`config.mk`:
```
export PLATFORM = sky130hd
export DESIGN_NAME = lfu_cache_table_flat
export DESIGN_NICKNAME = d
export VERILOG_FILES = /design/src/rtl/core/lfu_pkg.sv /design/src/rtl/core/lfu_if.sv /design/src/rtl/core/lfu_cell.sv /design/src/rtl/core/lfu_cache_table.sv /design/src/flat_wrapper.sv
export SDC_FILE = /design/constraint.sdc
export NUM_CORES = 2
export LEC_CHECK = 0
export ABC_AREA = 1
export BUFFER_PORTS_ARGS = -buffer_cell sky130_fd_sc_hd__buf_2
export CORE_UTILIZATION = 55
export DETAILED_ROUTE_END_ITERATION = 7
export PLACE_DENSITY = 0.78
export SLEW_MARGIN = 20
export SYNTH_ARGS = -nofsm -noshare
export SYNTH_HDL_FRONTEND = slang
export SYNTH_SLANG_ARGS = --single-unit
```
`constraint.sdc`:
```
create_clock -name i_clk -period 5.6 [get_ports i_clk]
set_clock_uncertainty 0.15 [all_clocks]
set_input_delay 0.56 -clock i_clk [delete_from_list [all_inputs] [get_ports i_clk]]
set_output_delay 0.56 -clock i_clk [all_outputs]
set_load 0.02 [all_outputs]
```
`src/rtl/core/lfu_pkg.sv`:
```
// lfu_pkg: shared widths, defaults and reset values for the lfu cache table
// no dependencies; used by the interfaces, the cells and the top level
`default_nettype none

package lfu_pkg;

    localparam int ENTRIES_DEF    = 16;
    localparam int COUNT_BITS_DEF = 16;

    localparam int CAP_W  = 5;
    localparam int KEY_W  = 32;
    localparam int DATA_W = 32;

    localparam logic [CAP_W-1:0] CAP_RESET = 5'd16;

    localparam logic REQ_GET = 1'b0;
    localparam logic REQ_PUT = 1'b1;

endpackage

`default_nettype wire

```
`src/rtl/core/lfu_if.sv`:
```
// lfu_req_if and lfu_rsp_if: valid/ready channels for requests and results
// depends on lfu_pkg for field widths
`default_nettype none

interface lfu_req_if;
    logic                              valid;
    logic                              ready;
    logic                              req_type;
    logic        [lfu_pkg::KEY_W-1:0]  key;
    logic signed [lfu_pkg::DATA_W-1:0] value;

    modport source (output valid, output req_type, output key, output value, input ready);
    modport sink   (input valid, input req_type, input key, input value, output ready);
endinterface

interface lfu_rsp_if;
    logic                              valid;
    logic                              ready;
    logic                              hit;
    logic signed [lfu_pkg::DATA_W-1:0] read_value;
    logic                              evicted;

    modport source (output valid, output hit, output read_value, output evicted, input ready);
    modport sink   (input valid, input hit, input read_value, input evicted, output ready);
endinterface

`default_nettype wire

```
`src/rtl/core/lfu_cell.sv`:
```
// lfu_cell: one cache entry plus one stage of the scan token chain
// depends on lfu_pkg; instantiated in a row by lfu_cache_table
`default_nettype none

module lfu_cell #(
    parameter int ENTRIES    = lfu_pkg::ENTRIES_DEF,
    parameter int COUNT_BITS = lfu_pkg::COUNT_BITS_DEF,
    parameter int CELL_IDX   = 0,
    localparam int IW        = (ENTRIES > 1) ? $clog2(ENTRIES) : 1
) (
    input  wire                        i_clk,
    input  wire                        i_rst_n,
    input  wire [lfu_pkg::KEY_W-1:0]   i_key,
    // token from the left neighbor
    input  wire                        i_found,
    input  wire [IW-1:0]               i_fidx,
    input  wire [lfu_pkg::DATA_W-1:0]  i_fdata,
    input  wire [IW-1:0]               i_frank,
    input  wire                        i_vhas,
    input  wire [IW-1:0]               i_vidx,
    input  wire [COUNT_BITS-1:0]       i_vcnt,
    input  wire [IW-1:0]               i_vrank,
    input  wire                        i_freehas,
    input  wire [IW-1:0]               i_freeidx,
    // token to the right neighbor
    output logic                       o_found,
    output logic [IW-1:0]              o_fidx,
    output logic [lfu_pkg::DATA_W-1:0] o_fdata,
    output logic [IW-1:0]              o_frank,
    output logic                       o_vhas,
    output logic [IW-1:0]              o_vidx,
    output logic [COUNT_BITS-1:0]      o_vcnt,
    output logic [IW-1:0]              o_vrank,
    output logic                       o_freehas,
    output logic [IW-1:0]              o_freeidx,
    // broadcast update
    input  wire                        i_upd_hit,
    input  wire                        i_upd_ins,
    input  wire                        i_put,
    input  wire [lfu_pkg::DATA_W-1:0]  i_value,
    input  wire [IW-1:0]               i_hit_idx,
    input  wire [IW-1:0]               i_hit_rank,
    input  wire                        i_evict,
    input  wire [IW-1:0]               i_vic_idx,
    input  wire [IW-1:0]               i_vic_rank,
    input  wire [IW-1:0]               i_ins_idx
);

    localparam logic [IW-1:0] MY_IDX = IW'(CELL_IDX);

    logic                      r_valid;
    logic [lfu_pkg::KEY_W-1:0] r_key;
    logic [lfu_pkg::DATA_W-1:0] r_data;
    logic [COUNT_BITS-1:0]     r_cnt;
    logic [IW-1:0]             r_rank;

    logic match, take_vic, take_free;

    assign match     = r_valid && (r_key == i_key) && !i_found;
    assign take_vic  = r_valid && (!i_vhas || (r_cnt < i_vcnt) ||
                       ((r_cnt == i_vcnt) && (r_rank > i_vrank)));
    assign take_free = !r_valid && !i_freehas;

    always_ff @(posedge i_clk) begin
        if (!i_rst_n) begin
            o_found   <= 1'b0;
            o_vhas    <= 1'b0;
            o_freehas <= 1'b0;
        end else begin
            o_found   <= i_found | match;
            o_vhas    <= i_vhas | take_vic;
            o_freehas <= i_freehas | take_free;
        end
        o_fidx    <= match ? MY_IDX : i_fidx;
        o_fdata   <= match ? r_data : i_fdata;
        o_frank   <= match ? r_rank : i_frank;
        o_vidx    <= take_vic ? MY_IDX : i_vidx;
        o_vcnt    <= take_vic ? r_cnt : i_vcnt;
        o_vrank   <= take_vic ? r_rank : i_vrank;
        o_freeidx <= take_free ? MY_IDX : i_freeidx;
    end

    always_ff @(posedge i_clk) begin
        if (!i_rst_n) begin
            r_valid <= 1'b0;
        end else if (i_upd_hit) begin
            if (i_hit_idx == MY_IDX) begin
                r_rank <= '0;
                if (r_cnt != {COUNT_BITS{1'b1}}) begin
                    r_cnt <= r_cnt + 1'b1;
                end
                if (i_put) begin
                    r_data <= i_value;
                end
            end else if (r_valid && (r_rank < i_hit_rank)) begin
                r_rank <= r_rank + 1'b1;
            end
        end else if (i_upd_ins) begin
            if (i_ins_idx == MY_IDX) begin
                r_valid <= 1'b1;
                r_key   <= i_key;
                r_data  <= i_value;
                r_cnt   <= COUNT_BITS'(1);
                r_rank  <= '0;
            end else if (i_evict && (i_vic_idx == MY_IDX)) begin
                r_valid <= 1'b0;
            end else if (r_valid) begin
                // close the victim's rank gap, then age behind the new entry
                if (i_evict && (r_rank > i_vic_rank)) begin
                    r_rank <= r_rank;
                end else begin
                    r_rank <= r_rank + 1'b1;
                end
            end
        end
    end

endmodule

`default_nettype wire

```
`src/rtl/core/lfu_cache_table.sv`:
```
// lfu_cache_table: least-frequently-used cache, lru order breaks count ties
// sequence: accept, scan while the token walks the cell row, then an update state that
// waits for room in the result register; no new request is taken until the update is done
// reset: entries invalid, occupancy zero, capacity 16; no clearing pass
// depends on lfu_pkg, lfu_if and lfu_cell
`default_nettype none

module lfu_cache_table #(
    parameter int ENTRIES    = lfu_pkg::ENTRIES_DEF,
    parameter int COUNT_BITS = lfu_pkg::COUNT_BITS_DEF
) (
    input  wire                       i_clk,
    input  wire                       i_rst_n,
    input  wire                       i_cfg_we,
    input  wire [lfu_pkg::CAP_W-1:0]  i_cfg_data,
    lfu_req_if.sink                   i_req,
    lfu_rsp_if.source                 o_rsp
);

    localparam int IW = (ENTRIES > 1) ? $clog2(ENTRIES) : 1;
    localparam int OW = $clog2(ENTRIES + 1);
    localparam int CW = (OW > lfu_pkg::CAP_W) ? OW : lfu_pkg::CAP_W;

    // sequencer states
    localparam logic [1:0] ST_IDLE = 2'd0;
    localparam logic [1:0] ST_SCAN = 2'd1;
    localparam logic [1:0] ST_UPD  = 2'd2;

    logic [1:0]                 r_state, n_state;
    logic [IW-1:0]              r_scan_cnt;
    logic [lfu_pkg::CAP_W-1:0]  r_cap;
    logic [OW-1:0]              r_occ;

    // captured request
    logic                       r_put;
    logic [lfu_pkg::KEY_W-1:0]  r_key;
    logic [lfu_pkg::DATA_W-1:0] r_value;

    // result register
    logic                       r_out_valid;
    logic                       r_out_hit;
    logic [lfu_pkg::DATA_W-1:0] r_out_value;
    logic                       r_out_evicted;

    // token chain, slot k feeds cell k
    logic                       tk_found   [ENTRIES+1];
    logic [IW-1:0]              tk_fidx    [ENTRIES+1];
    logic [lfu_pkg::DATA_W-1:0] tk_fdata   [ENTRIES+1];
    logic [IW-1:0]              tk_frank   [ENTRIES+1];
    logic                       tk_vhas    [ENTRIES+1];
    logic [IW-1:0]              tk_vidx    [ENTRIES+1];
    logic [COUNT_BITS-1:0]      tk_vcnt    [ENTRIES+1];
    logic [IW-1:0]              tk_vrank   [ENTRIES+1];
    logic                       tk_freehas [ENTRIES+1];
    logic [IW-1:0]              tk_freeidx [ENTRIES+1];

    // empty token enters at the left end
    assign tk_found[0]   = 1'b0;
    assign tk_fidx[0]    = '0;
    assign tk_fdata[0]   = '0;
    assign tk_frank[0]   = '0;
    assign tk_vhas[0]    = 1'b0;
    assign tk_vidx[0]    = '0;
    assign tk_vcnt[0]    = '0;
    assign tk_vrank[0]   = '0;
    assign tk_freehas[0] = 1'b0;
    assign tk_freeidx[0] = '0;

    logic          accept, can_load, upd_fire;
    logic [CW-1:0] cap_ext, cap_eff;
    logic          cap_zero, found, evict, ins, upd_hit;
    logic [IW-1:0] ins_idx;

    assign accept   = i_req.valid && i_req.ready;
    assign can_load = !r_out_valid || o_rsp.ready;
    assign upd_fire = (r_state == ST_UPD) && can_load;

    // capacity above the table size acts as the table size
    assign cap_ext  = CW'(r_cap);
    assign cap_eff  = (cap_ext > CW'(ENTRIES)) ? CW'(ENTRIES) : cap_ext;
    assign cap_zero = (cap_eff == '0);

    // decision from the token leaving the last cell
    assign found   = tk_found[ENTRIES];
    assign upd_hit = upd_fire && !cap_zero && found;
    assign ins     = !cap_zero && !found && (r_put == lfu_pkg::REQ_PUT);
    assign evict   = ins && (CW'(r_occ) >= cap_eff) && tk_vhas[ENTRIES];

    // lowest free slot once the victim is gone
    always_comb begin
        if (!tk_freehas[ENTRIES]) begin
            ins_idx = tk_vidx[ENTRIES];
        end else if (evict && (tk_vidx[ENTRIES] < tk_freeidx[ENTRIES])) begin
            ins_idx = tk_vidx[ENTRIES];
        end else begin
            ins_idx = tk_freeidx[ENTRIES];
        end
    end

    genvar g;
    generate
        for (g = 0; g < ENTRIES; g++) begin : g_cell
            lfu_cell #(
                .ENTRIES   (ENTRIES),
                .COUNT_BITS(COUNT_BITS),
                .CELL_IDX  (g)
            ) u_cell (
                .i_clk     (i_clk),
                .i_rst_n   (i_rst_n),
                .i_key     (r_key),
                .i_found   (tk_found[g]),
                .i_fidx    (tk_fidx[g]),
                .i_fdata   (tk_fdata[g]),
                .i_frank   (tk_frank[g]),
                .i_vhas    (tk_vhas[g]),
                .i_vidx    (tk_vidx[g]),
                .i_vcnt    (tk_vcnt[g]),
                .i_vrank   (tk_vrank[g]),
                .i_freehas (tk_freehas[g]),
                .i_freeidx (tk_freeidx[g]),
                .o_found   (tk_found[g+1]),
                .o_fidx    (tk_fidx[g+1]),
                .o_fdata   (tk_fdata[g+1]),
                .o_frank   (tk_frank[g+1]),
                .o_vhas    (tk_vhas[g+1]),
                .o_vidx    (tk_vidx[g+1]),
                .o_vcnt    (tk_vcnt[g+1]),
                .o_vrank   (tk_vrank[g+1]),
                .o_freehas (tk_freehas[g+1]),
                .o_freeidx (tk_freeidx[g+1]),
                .i_upd_hit (upd_hit),
                .i_upd_ins (upd_fire && ins),
                .i_put     (r_put),
                .i_value   (r_value),
                .i_hit_idx (tk_fidx[ENTRIES]),
                .i_hit_rank(tk_frank[ENTRIES]),
                .i_evict   (evict),
                .i_vic_idx (tk_vidx[ENTRIES]),
                .i_vic_rank(tk_vrank[ENTRIES]),
                .i_ins_idx (ins_idx)
            );
        end
    endgenerate

    // sequencer: idle, walk the token across the row, then update
    always_comb begin
        n_state = r_state;
        case (r_state)
            ST_IDLE: begin
                if (accept) n_state = ST_SCAN;
            end
            ST_SCAN: begin
                if (r_scan_cnt == IW'(ENTRIES - 1)) n_state = ST_UPD;
            end
            ST_UPD: begin
                if (can_load) n_state = ST_IDLE;
            end
            default: n_state = ST_IDLE;
        endcase
    end

    assign i_req.ready = (r_state == ST_IDLE);

    always_ff @(posedge i_clk) begin
        if (!i_rst_n) begin
            r_state    <= ST_IDLE;
            r_scan_cnt <= '0;
            r_cap      <= lfu_pkg::CAP_RESET;
            r_occ      <= '0;
        end else begin
            r_state <= n_state;
            if (i_cfg_we) begin
                r_cap <= i_cfg_data;
            end
            if (accept) begin
                r_scan_cnt <= '0;
            end else if (r_state == ST_SCAN) begin
                r_scan_cnt <= r_scan_cnt + 1'b1;
            end
            // an evicting insert leaves occupancy unchanged
            if (upd_fire && ins && !evict) begin
                r_occ <= r_occ + 1'b1;
            end
        end
    end

    // request capture
    always_ff @(posedge i_clk) begin
        if (accept) begin
            r_put   <= i_req.req_type;
            r_key   <= i_req.key;
            r_value <= i_req.value;
        end
    end

    // result register parts the request side from the result side
    always_ff @(posedge i_clk) begin
        if (!i_rst_n) begin
            r_out_valid <= 1'b0;
        end else if (upd_fire) begin
            r_out_valid <= 1'b1;
        end else if (o_rsp.ready) begin
            r_out_valid <= 1'b0;
        end
        if (upd_fire) begin
            r_out_hit     <= !cap_zero && found;
            r_out_value   <= (!cap_zero && found && (r_put == lfu_pkg::REQ_GET)) ?
                             tk_fdata[ENTRIES] : '0;
            r_out_evicted <= evict;
        end
    end

    assign o_rsp.valid      = r_out_valid;
    assign o_rsp.hit        = r_out_hit;
    assign o_rsp.read_value = r_out_value;
    assign o_rsp.evicted    = r_out_evicted;

endmodule

`default_nettype wire

```
`src/flat_wrapper.sv`:
```
// flat-port wrapper written by rule: the top's interface ports become plain ports
module lfu_cache_table_flat 
#(
    parameter int ENTRIES    = lfu_pkg::ENTRIES_DEF,
    parameter int COUNT_BITS = lfu_pkg::COUNT_BITS_DEF
)
  (i_clk, i_rst_n, i_cfg_we, i_cfg_data, i_req_valid, i_req_req_type, i_req_key, i_req_value, i_req_ready, o_rsp_valid, o_rsp_hit, o_rsp_read_value, o_rsp_evicted, o_rsp_ready);
  lfu_req_if i_req_i ();
  lfu_rsp_if o_rsp_i ();
  input  wire i_clk;
  input  wire i_rst_n;
  input  wire i_cfg_we;
  input  wire [lfu_pkg::CAP_W-1:0] i_cfg_data;
  input wire logic [$bits(i_req_i.valid)-1:0] i_req_valid;
  input wire logic [$bits(i_req_i.req_type)-1:0] i_req_req_type;
  input wire logic [$bits(i_req_i.key)-1:0] i_req_key;
  input wire logic [$bits(i_req_i.value)-1:0] i_req_value;
  output wire logic [$bits(i_req_i.ready)-1:0] i_req_ready;
  output wire logic [$bits(o_rsp_i.valid)-1:0] o_rsp_valid;
  output wire logic [$bits(o_rsp_i.hit)-1:0] o_rsp_hit;
  output wire logic [$bits(o_rsp_i.read_value)-1:0] o_rsp_read_value;
  output wire logic [$bits(o_rsp_i.evicted)-1:0] o_rsp_evicted;
  input wire logic [$bits(o_rsp_i.ready)-1:0] o_rsp_ready;
  assign i_req_i.valid = i_req_valid;
  assign i_req_i.req_type = i_req_req_type;
  assign i_req_i.key = i_req_key;
  assign i_req_i.value = i_req_value;
  assign i_req_ready = i_req_i.ready;
  assign o_rsp_valid = o_rsp_i.valid;
  assign o_rsp_hit = o_rsp_i.hit;
  assign o_rsp_read_value = o_rsp_i.read_value;
  assign o_rsp_evicted = o_rsp_i.evicted;
  assign o_rsp_i.ready = o_rsp_ready;
  lfu_cache_table #(.ENTRIES(ENTRIES), .COUNT_BITS(COUNT_BITS)) u_core (.i_clk(i_clk), .i_rst_n(i_rst_n), .i_cfg_we(i_cfg_we), .i_cfg_data(i_cfg_data), .i_req(i_req_i), .o_rsp(o_rsp_i));
endmodule
```
==> summary by stage <==
Outcome
The flow ran to the end, but the final reports show violations. The checks that failed: DRC.

Finish
After the last flow step, the layout net total stands at 11040. The fill cell instance count of the final layout is about 14000. The final non-filler cell area is around 120000 sq um. The count of cells in the finished layout, fillers not included, comes to 13230. Of the cells placed in the final design, the portion with a size suffix greater than 1 is 0.07674. The layout overhead on the synthesized area is 11.48%. The most common cell after layout, fill and taps aside is sky130_fd_sc_hd__nand2_1.

Leaving out fill and tap cells, the most frequent cells in the layout are sky130_fd_sc_hd__nand2_1, sky130_fd_sc_hd__edfxtp_1, sky130_fd_sc_hd__inv_1.

STA
The number of hold violations in the final report is 0. The fmax is about 0.22 GHz. Setup repair after global routing left no endpoint under its margin. The post-route minimum period is ~4.6 ns. The count of final max-slew check failures came to 0.

In the finished design, the share of the clock period the worst path needs comes to 0.8252. Setup violations remaining at the end of the flow were counted as 0. The post-route setup TNS is 0 ns.

The transition time at the pin with the least slew margin is roughly 1.2 ns. In this run the tightest slew margin relative to its limit is 0.2287. The worst hold margin is about 0.20 ns.

Min path
The instance count along the most critical hold path is 2. The worst hold path begins at u_core.g_cell[11].u_cell.o_freeidx[1]$_SDFF_PP1_. The class of the most critical hold timing path is reg2reg. The sink of the worst hold path is u_core.g_cell[12].u_cell.o_freeidx[1]$_SDFF_PP0_.

Route
In the routed design, unresolved DRC markers number 4. The violation count after the first detailed-route iteration is between 7000 and 8000. Before antenna repair, the detailed router went through 8 iterations. The vias per cell is between 5 and 6.

After detailed routing, the average wire length per cell comes to about 20 um. The detail route stage leaves a number of antenna-violating nets equal to 0. Summing over every cut layer, the via total after detailed routing is around 73000. For this block, the routed nets add up to approximately 260000 um of wire.

Floorplanning
The effective utilization at floorplan is 0.5559. The full die area is a little under 200000 sq um. The top-level port count is 111. The die is roughly 440 um wide. The floorplan step set the die height to 438.6 um. The area of the core is between 150000 and 200000 sq um.

After floorplanning, the core was divided into between 150 and 200 placement rows.

CTS
The clock net in this run drives a total of approximately 2600 sinks. The CTS tree is built. The count of hold-fix buffers inserted at cts is 83. The number of resized instances in the post-cts repair step is 0. The post-CTS setup buffer count is 0. Clock-pin slew was measured on the worst setup and hold paths at approximately 0.060 ns. The clock passes through at most 3 buffers.

The number of clock buffers added by TritonCTS is between 200 and 250. The clock latency reported for the late side of the worst-skew pair is 0.89 ns. The H-tree was split into 4 levels.

The root buffer cell chosen for the clock tree is sky130_fd_sc_hd__clkbuf_16.

Placement
The post-place instance area is approximately 110000 sq um. The instance count after placement with tap cells included is 12680. Routability-driven placement finished with a final weighted congestion of around 0.93. The post-detailed-placement half-perimeter wirelength is 173300 um.

Port buffering added between 100 and 150 buffers.

Setup path
For the worst setup path, the data arrival time is 4.98 ns. The kind of cell adding the most delay to the critical path is simple AND/OR/NAND/NOR gates. The logic depth of the worst register-to-register path is 18. The worst setup path is of the reg2reg kind. Counting both buffers and inverters, the worst setup path holds a total of 1. The worst reg2reg path startpoint is u_core.cap_ext[2]$_SDFFE_PN0P_.

For this run, the slowest stage of the critical path takes 0.73 ns. The worst setup path is captured at a register. Along the worst path, the maximum fanout reaches 32. Across all register-to-register paths, the minimum setup slack is around 0.98 ns.

At the worst endpoint, the required time is 5.95 ns. The signal on the critical path passes through nor2_1, nand2_1, nand2_1, nand2_1, ha_1, nand2_1, inv_1, a21oi_1, nand3_1, nand3_2, nand2_4, nand2_1, nand2_1, nor2_1, nand2_1, nand2_1, nand3b_1, nor2_4. The most numerous cell type found on the critical path is sky130_fd_sc_hd__nand2_1. The slowest cell on the critical path is sky130_fd_sc_hd__nor2_4.

The critical path launch point type is a register. The terminus of the critical flop-to-flop path is u_core.g_cell[3].u_cell.r_data[8]$_DFFE_PP_.

Power and ir drop
The leakage power is approximately 47 nW. Across the VDD grid, the largest voltage drop is 0.3305 mV. The power density over cell area is between 300 and 400 nW/um^2.

Job
The number of max-cap violations is 0.

Synth
After technology mapping, the gate count stands at 10300. The register bit total from synthesis is 2551. The mean instance size in the synthesized netlist is 10.18 sq um. The number of warnings reported in the yosys synthesis log is 0.

The number of nets handed over by synthesis was between 10000 and 15000. The number of enable flip-flop cells after synthesis is roughly 1400. The area of the mapped netlist is roughly 100000 sq um.

Yosys mapped the design onto between 60 and 70 distinct sky130hd cell types. For this run, the register share of the synthesized area comes to 0.6249. The leading register cell type out of synthesis is sky130_fd_sc_hd__edfxtp_1.

In the synthesized netlist the async set-or-reset flop fraction comes to 0.

GRT
The number of antenna violations at the first check in global routing came to 8. The global-route met3 utilization is 0.05259. met2 is the most crowded layer.

The pin count of the biggest net entering global routing is between 150 and 200. In the global route stage, overall resource usage came out at 0.2668. The via count of the first global-routing pass is around 70000. For this run the aggregate overflow at the end of global routing stands at 0. The met2 usage is 0.4312.

The first-pass GRT wire length is between 300000 and 400000 um. The global routing usage on met1 is 0.3522.
-- layout make-up --
cell class                      count  area, sq um  share of cell area
Clock buffer                      335         6844             0.05856
Tap cell                         2495         3122             0.02671
Sequential cell                  2551        65510              0.5606
Timing Repair Buffer              323         2445             0.02092
Antenna cell                        6        15.01           0.0001285
Clock inverter                    119         1265             0.01082
Multi-Input combinational cell   6000        32400              0.2772
Inverter                         1396         5260             0.04501
-- layer usage --
layer  share of wire  vias up
li1                -    34610
met1            0.40    34610
met2            0.46     3446
met3           0.095      646
met4           0.040        4
met5         0.00012        -
-- worst register-to-register path: cells and delay by family (launching register included) --
family                   cells  cell delay, ns
adder cells (fa/ha/maj)      1            0.32
AND/OR/NAND/NOR             15            3.25
buffers and inverters        1            0.05
AO/OA/AOI/OAI                1            0.14
flip-flops                   1            0.33
-- where the power goes --
group          internal [mW]  total, mW  switching (mW)
clock network           9.35       16.4            7.08
registers               19.9       20.1           0.194
logic                  0.326       1.13           0.806
total                   29.6       37.7            8.08
-- per-stage QoR --
step                      worst slack (ns)    util  power [mW]
after floorplan                    0.08689       -       21.02
after global placement               1.060  0.5720       21.50
after detailed placement             1.104  0.5720       21.54
after CTS                            1.087  0.6194       37.77
after global routing                0.6733  0.6196       38.60
final                               0.9786  0.6196       37.67
-- cell families (layout without fill, tap and decap cells) --
kind of cell               count (synthesis)  count (layout)  share of synthesized area
adders and majority gates                454             454                    0.05419
AOI/OAI and AO/OA                       1301            1301                    0.07008
other                                      0               6                          0
xor gates and xnor gates                 245             245                    0.02047
DFF                                     2551            2551                     0.6249
and+or+nand+nor                         4000            4000                     0.1612
buffers and inverters                   1745            2173                    0.06909
-- Yosys cell counts, types with 8 or more instances --
| cell type | number | area share |
|---|---|---|
| sky130_fd_sc_hd__edfxtp_1 | 1443 | 0.41 |
| sky130_fd_sc_hd__nor4_1 | 65 | 0.0039 |
| sky130_fd_sc_hd__or2_2 | 59 | 0.0035 |
| sky130_fd_sc_hd__a21boi_0 | 15 | 0.0011 |
| sky130_fd_sc_hd__nor3b_1 | 36 | 0.0026 |
| sky130_fd_sc_hd__o21ai_1 | 163 | 0.0078 |
| sky130_fd_sc_hd__a22o_1 | 10 | 0.00084 |
| sky130_fd_sc_hd__nor2_1 | 705 | 0.025 |
| sky130_fd_sc_hd__o211ai_1 | 31 | 0.0022 |
| sky130_fd_sc_hd__a211oi_1 | 44 | 0.0032 |
| sky130_fd_sc_hd__o31ai_1 | 8 | 0.00057 |
| sky130_fd_sc_hd__inv_2 | 27 | 0.00097 |
| sky130_fd_sc_hd__a221oi_1 | 24 | 0.0020 |
| sky130_fd_sc_hd__o21a_1 | 26 | 0.0019 |
| sky130_fd_sc_hd__nand2_1 | 2358 | 0.084 |
| sky130_fd_sc_hd__xnor2_1 | 112 | 0.0094 |
| sky130_fd_sc_hd__buf_1 | 21 | 0.00075 |
| sky130_fd_sc_hd__o21ai_0 | 458 | 0.022 |
| sky130_fd_sc_hd__nand4_1 | 152 | 0.0091 |
| sky130_fd_sc_hd__dfxtp_1 | 1108 | 0.21 |
| sky130_fd_sc_hd__a31oi_1 | 11 | 0.00066 |
| sky130_fd_sc_hd__clkbuf_1 | 164 | 0.0059 |
| sky130_fd_sc_hd__nor3_1 | 129 | 0.0062 |
| sky130_fd_sc_hd__xor2_1 | 133 | 0.011 |
| sky130_fd_sc_hd__buf_2 | 67 | 0.0032 |
| sky130_fd_sc_hd__o2111ai_1 | 26 | 0.0022 |
| sky130_fd_sc_hd__inv_1 | 1361 | 0.049 |
| sky130_fd_sc_hd__o22ai_1 | 85 | 0.0051 |
| sky130_fd_sc_hd__nor2_4 | 30 | 0.0032 |
| sky130_fd_sc_hd__o21ai_2 | 11 | 0.00092 |
| sky130_fd_sc_hd__nand3_1 | 439 | 0.021 |
| sky130_fd_sc_hd__buf_4 | 43 | 0.0031 |
| sky130_fd_sc_hd__ha_1 | 454 | 0.054 |
| sky130_fd_sc_hd__a21oi_1 | 356 | 0.017 |
| sky130_fd_sc_hd__buf_6 | 51 | 0.0055 |
-- sequential cells by signal, indices dropped and copies added, names as in the netlist, 2 cells and up --
register / cells
u_core.g_cell.u_cell.o_vhas: 16
u_core.g_cell.u_cell.r_rank: 64
u_core.cap_ext: 5
u_core.g_cell.u_cell.o_freeidx: 49
u_core.g_cell.u_cell.o_fidx: 49
u_core.o_rsp.read_value: 32
u_core.r_state: 2
u_core.r_value: 32
u_core.g_cell.u_cell.r_key: 512
u_core.g_cell.u_cell.o_freehas: 16
u_core.g_cell.u_cell.r_cnt: 256
u_core.g_cell.u_cell.r_data: 512
u_core.r_scan_cnt: 4
u_core.r_key: 32
u_core.g_cell.u_cell.o_vidx: 49
u_core.g_cell.u_cell.o_fdata: 512
u_core.g_cell.u_cell.o_frank: 64
u_core.g_cell.u_cell.o_vrank: 64
u_core.g_cell.u_cell.r_valid: 16
u_core.r_occ: 5
u_core.g_cell.u_cell.o_found: 16
u_core.g_cell.u_cell.o_vcnt: 240
-- worst max path at each step --
| stage | start | endpoint | slack [ns] | depth (start not counted) |
|---|---|---|---|---|
| 2_1_floorplan | o_rsp_ready | u_core.g_cell[7].u_cell.r_data[0]$_DFFE_PP_ | 0.09 | 9 |
| 3_3_place_gp | u_core.cap_ext[2]$_SDFFE_PN0P_ | u_core.g_cell[3].u_cell.r_data[9]$_DFFE_PP_ | 1.06 | 18 |
| 3_5_place_dp | u_core.cap_ext[2]$_SDFFE_PN0P_ | u_core.g_cell[3].u_cell.r_data[8]$_DFFE_PP_ | 1.10 | 18 |
| 4_1_cts | u_core.cap_ext[2]$_SDFFE_PN0P_ | u_core.g_cell[3].u_cell.r_data[8]$_DFFE_PP_ | 1.09 | 18 |
| 5_1_grt | u_core.cap_ext[2]$_SDFFE_PN0P_ | u_core.g_cell[3].u_cell.r_data[8]$_DFFE_PP_ | 0.67 | 18 |
| 6_report | u_core.cap_ext[2]$_SDFFE_PN0P_ | u_core.g_cell[3].u_cell.r_data[8]$_DFFE_PP_ | 0.98 | 18 |
(Power assumes the default switching activity.)
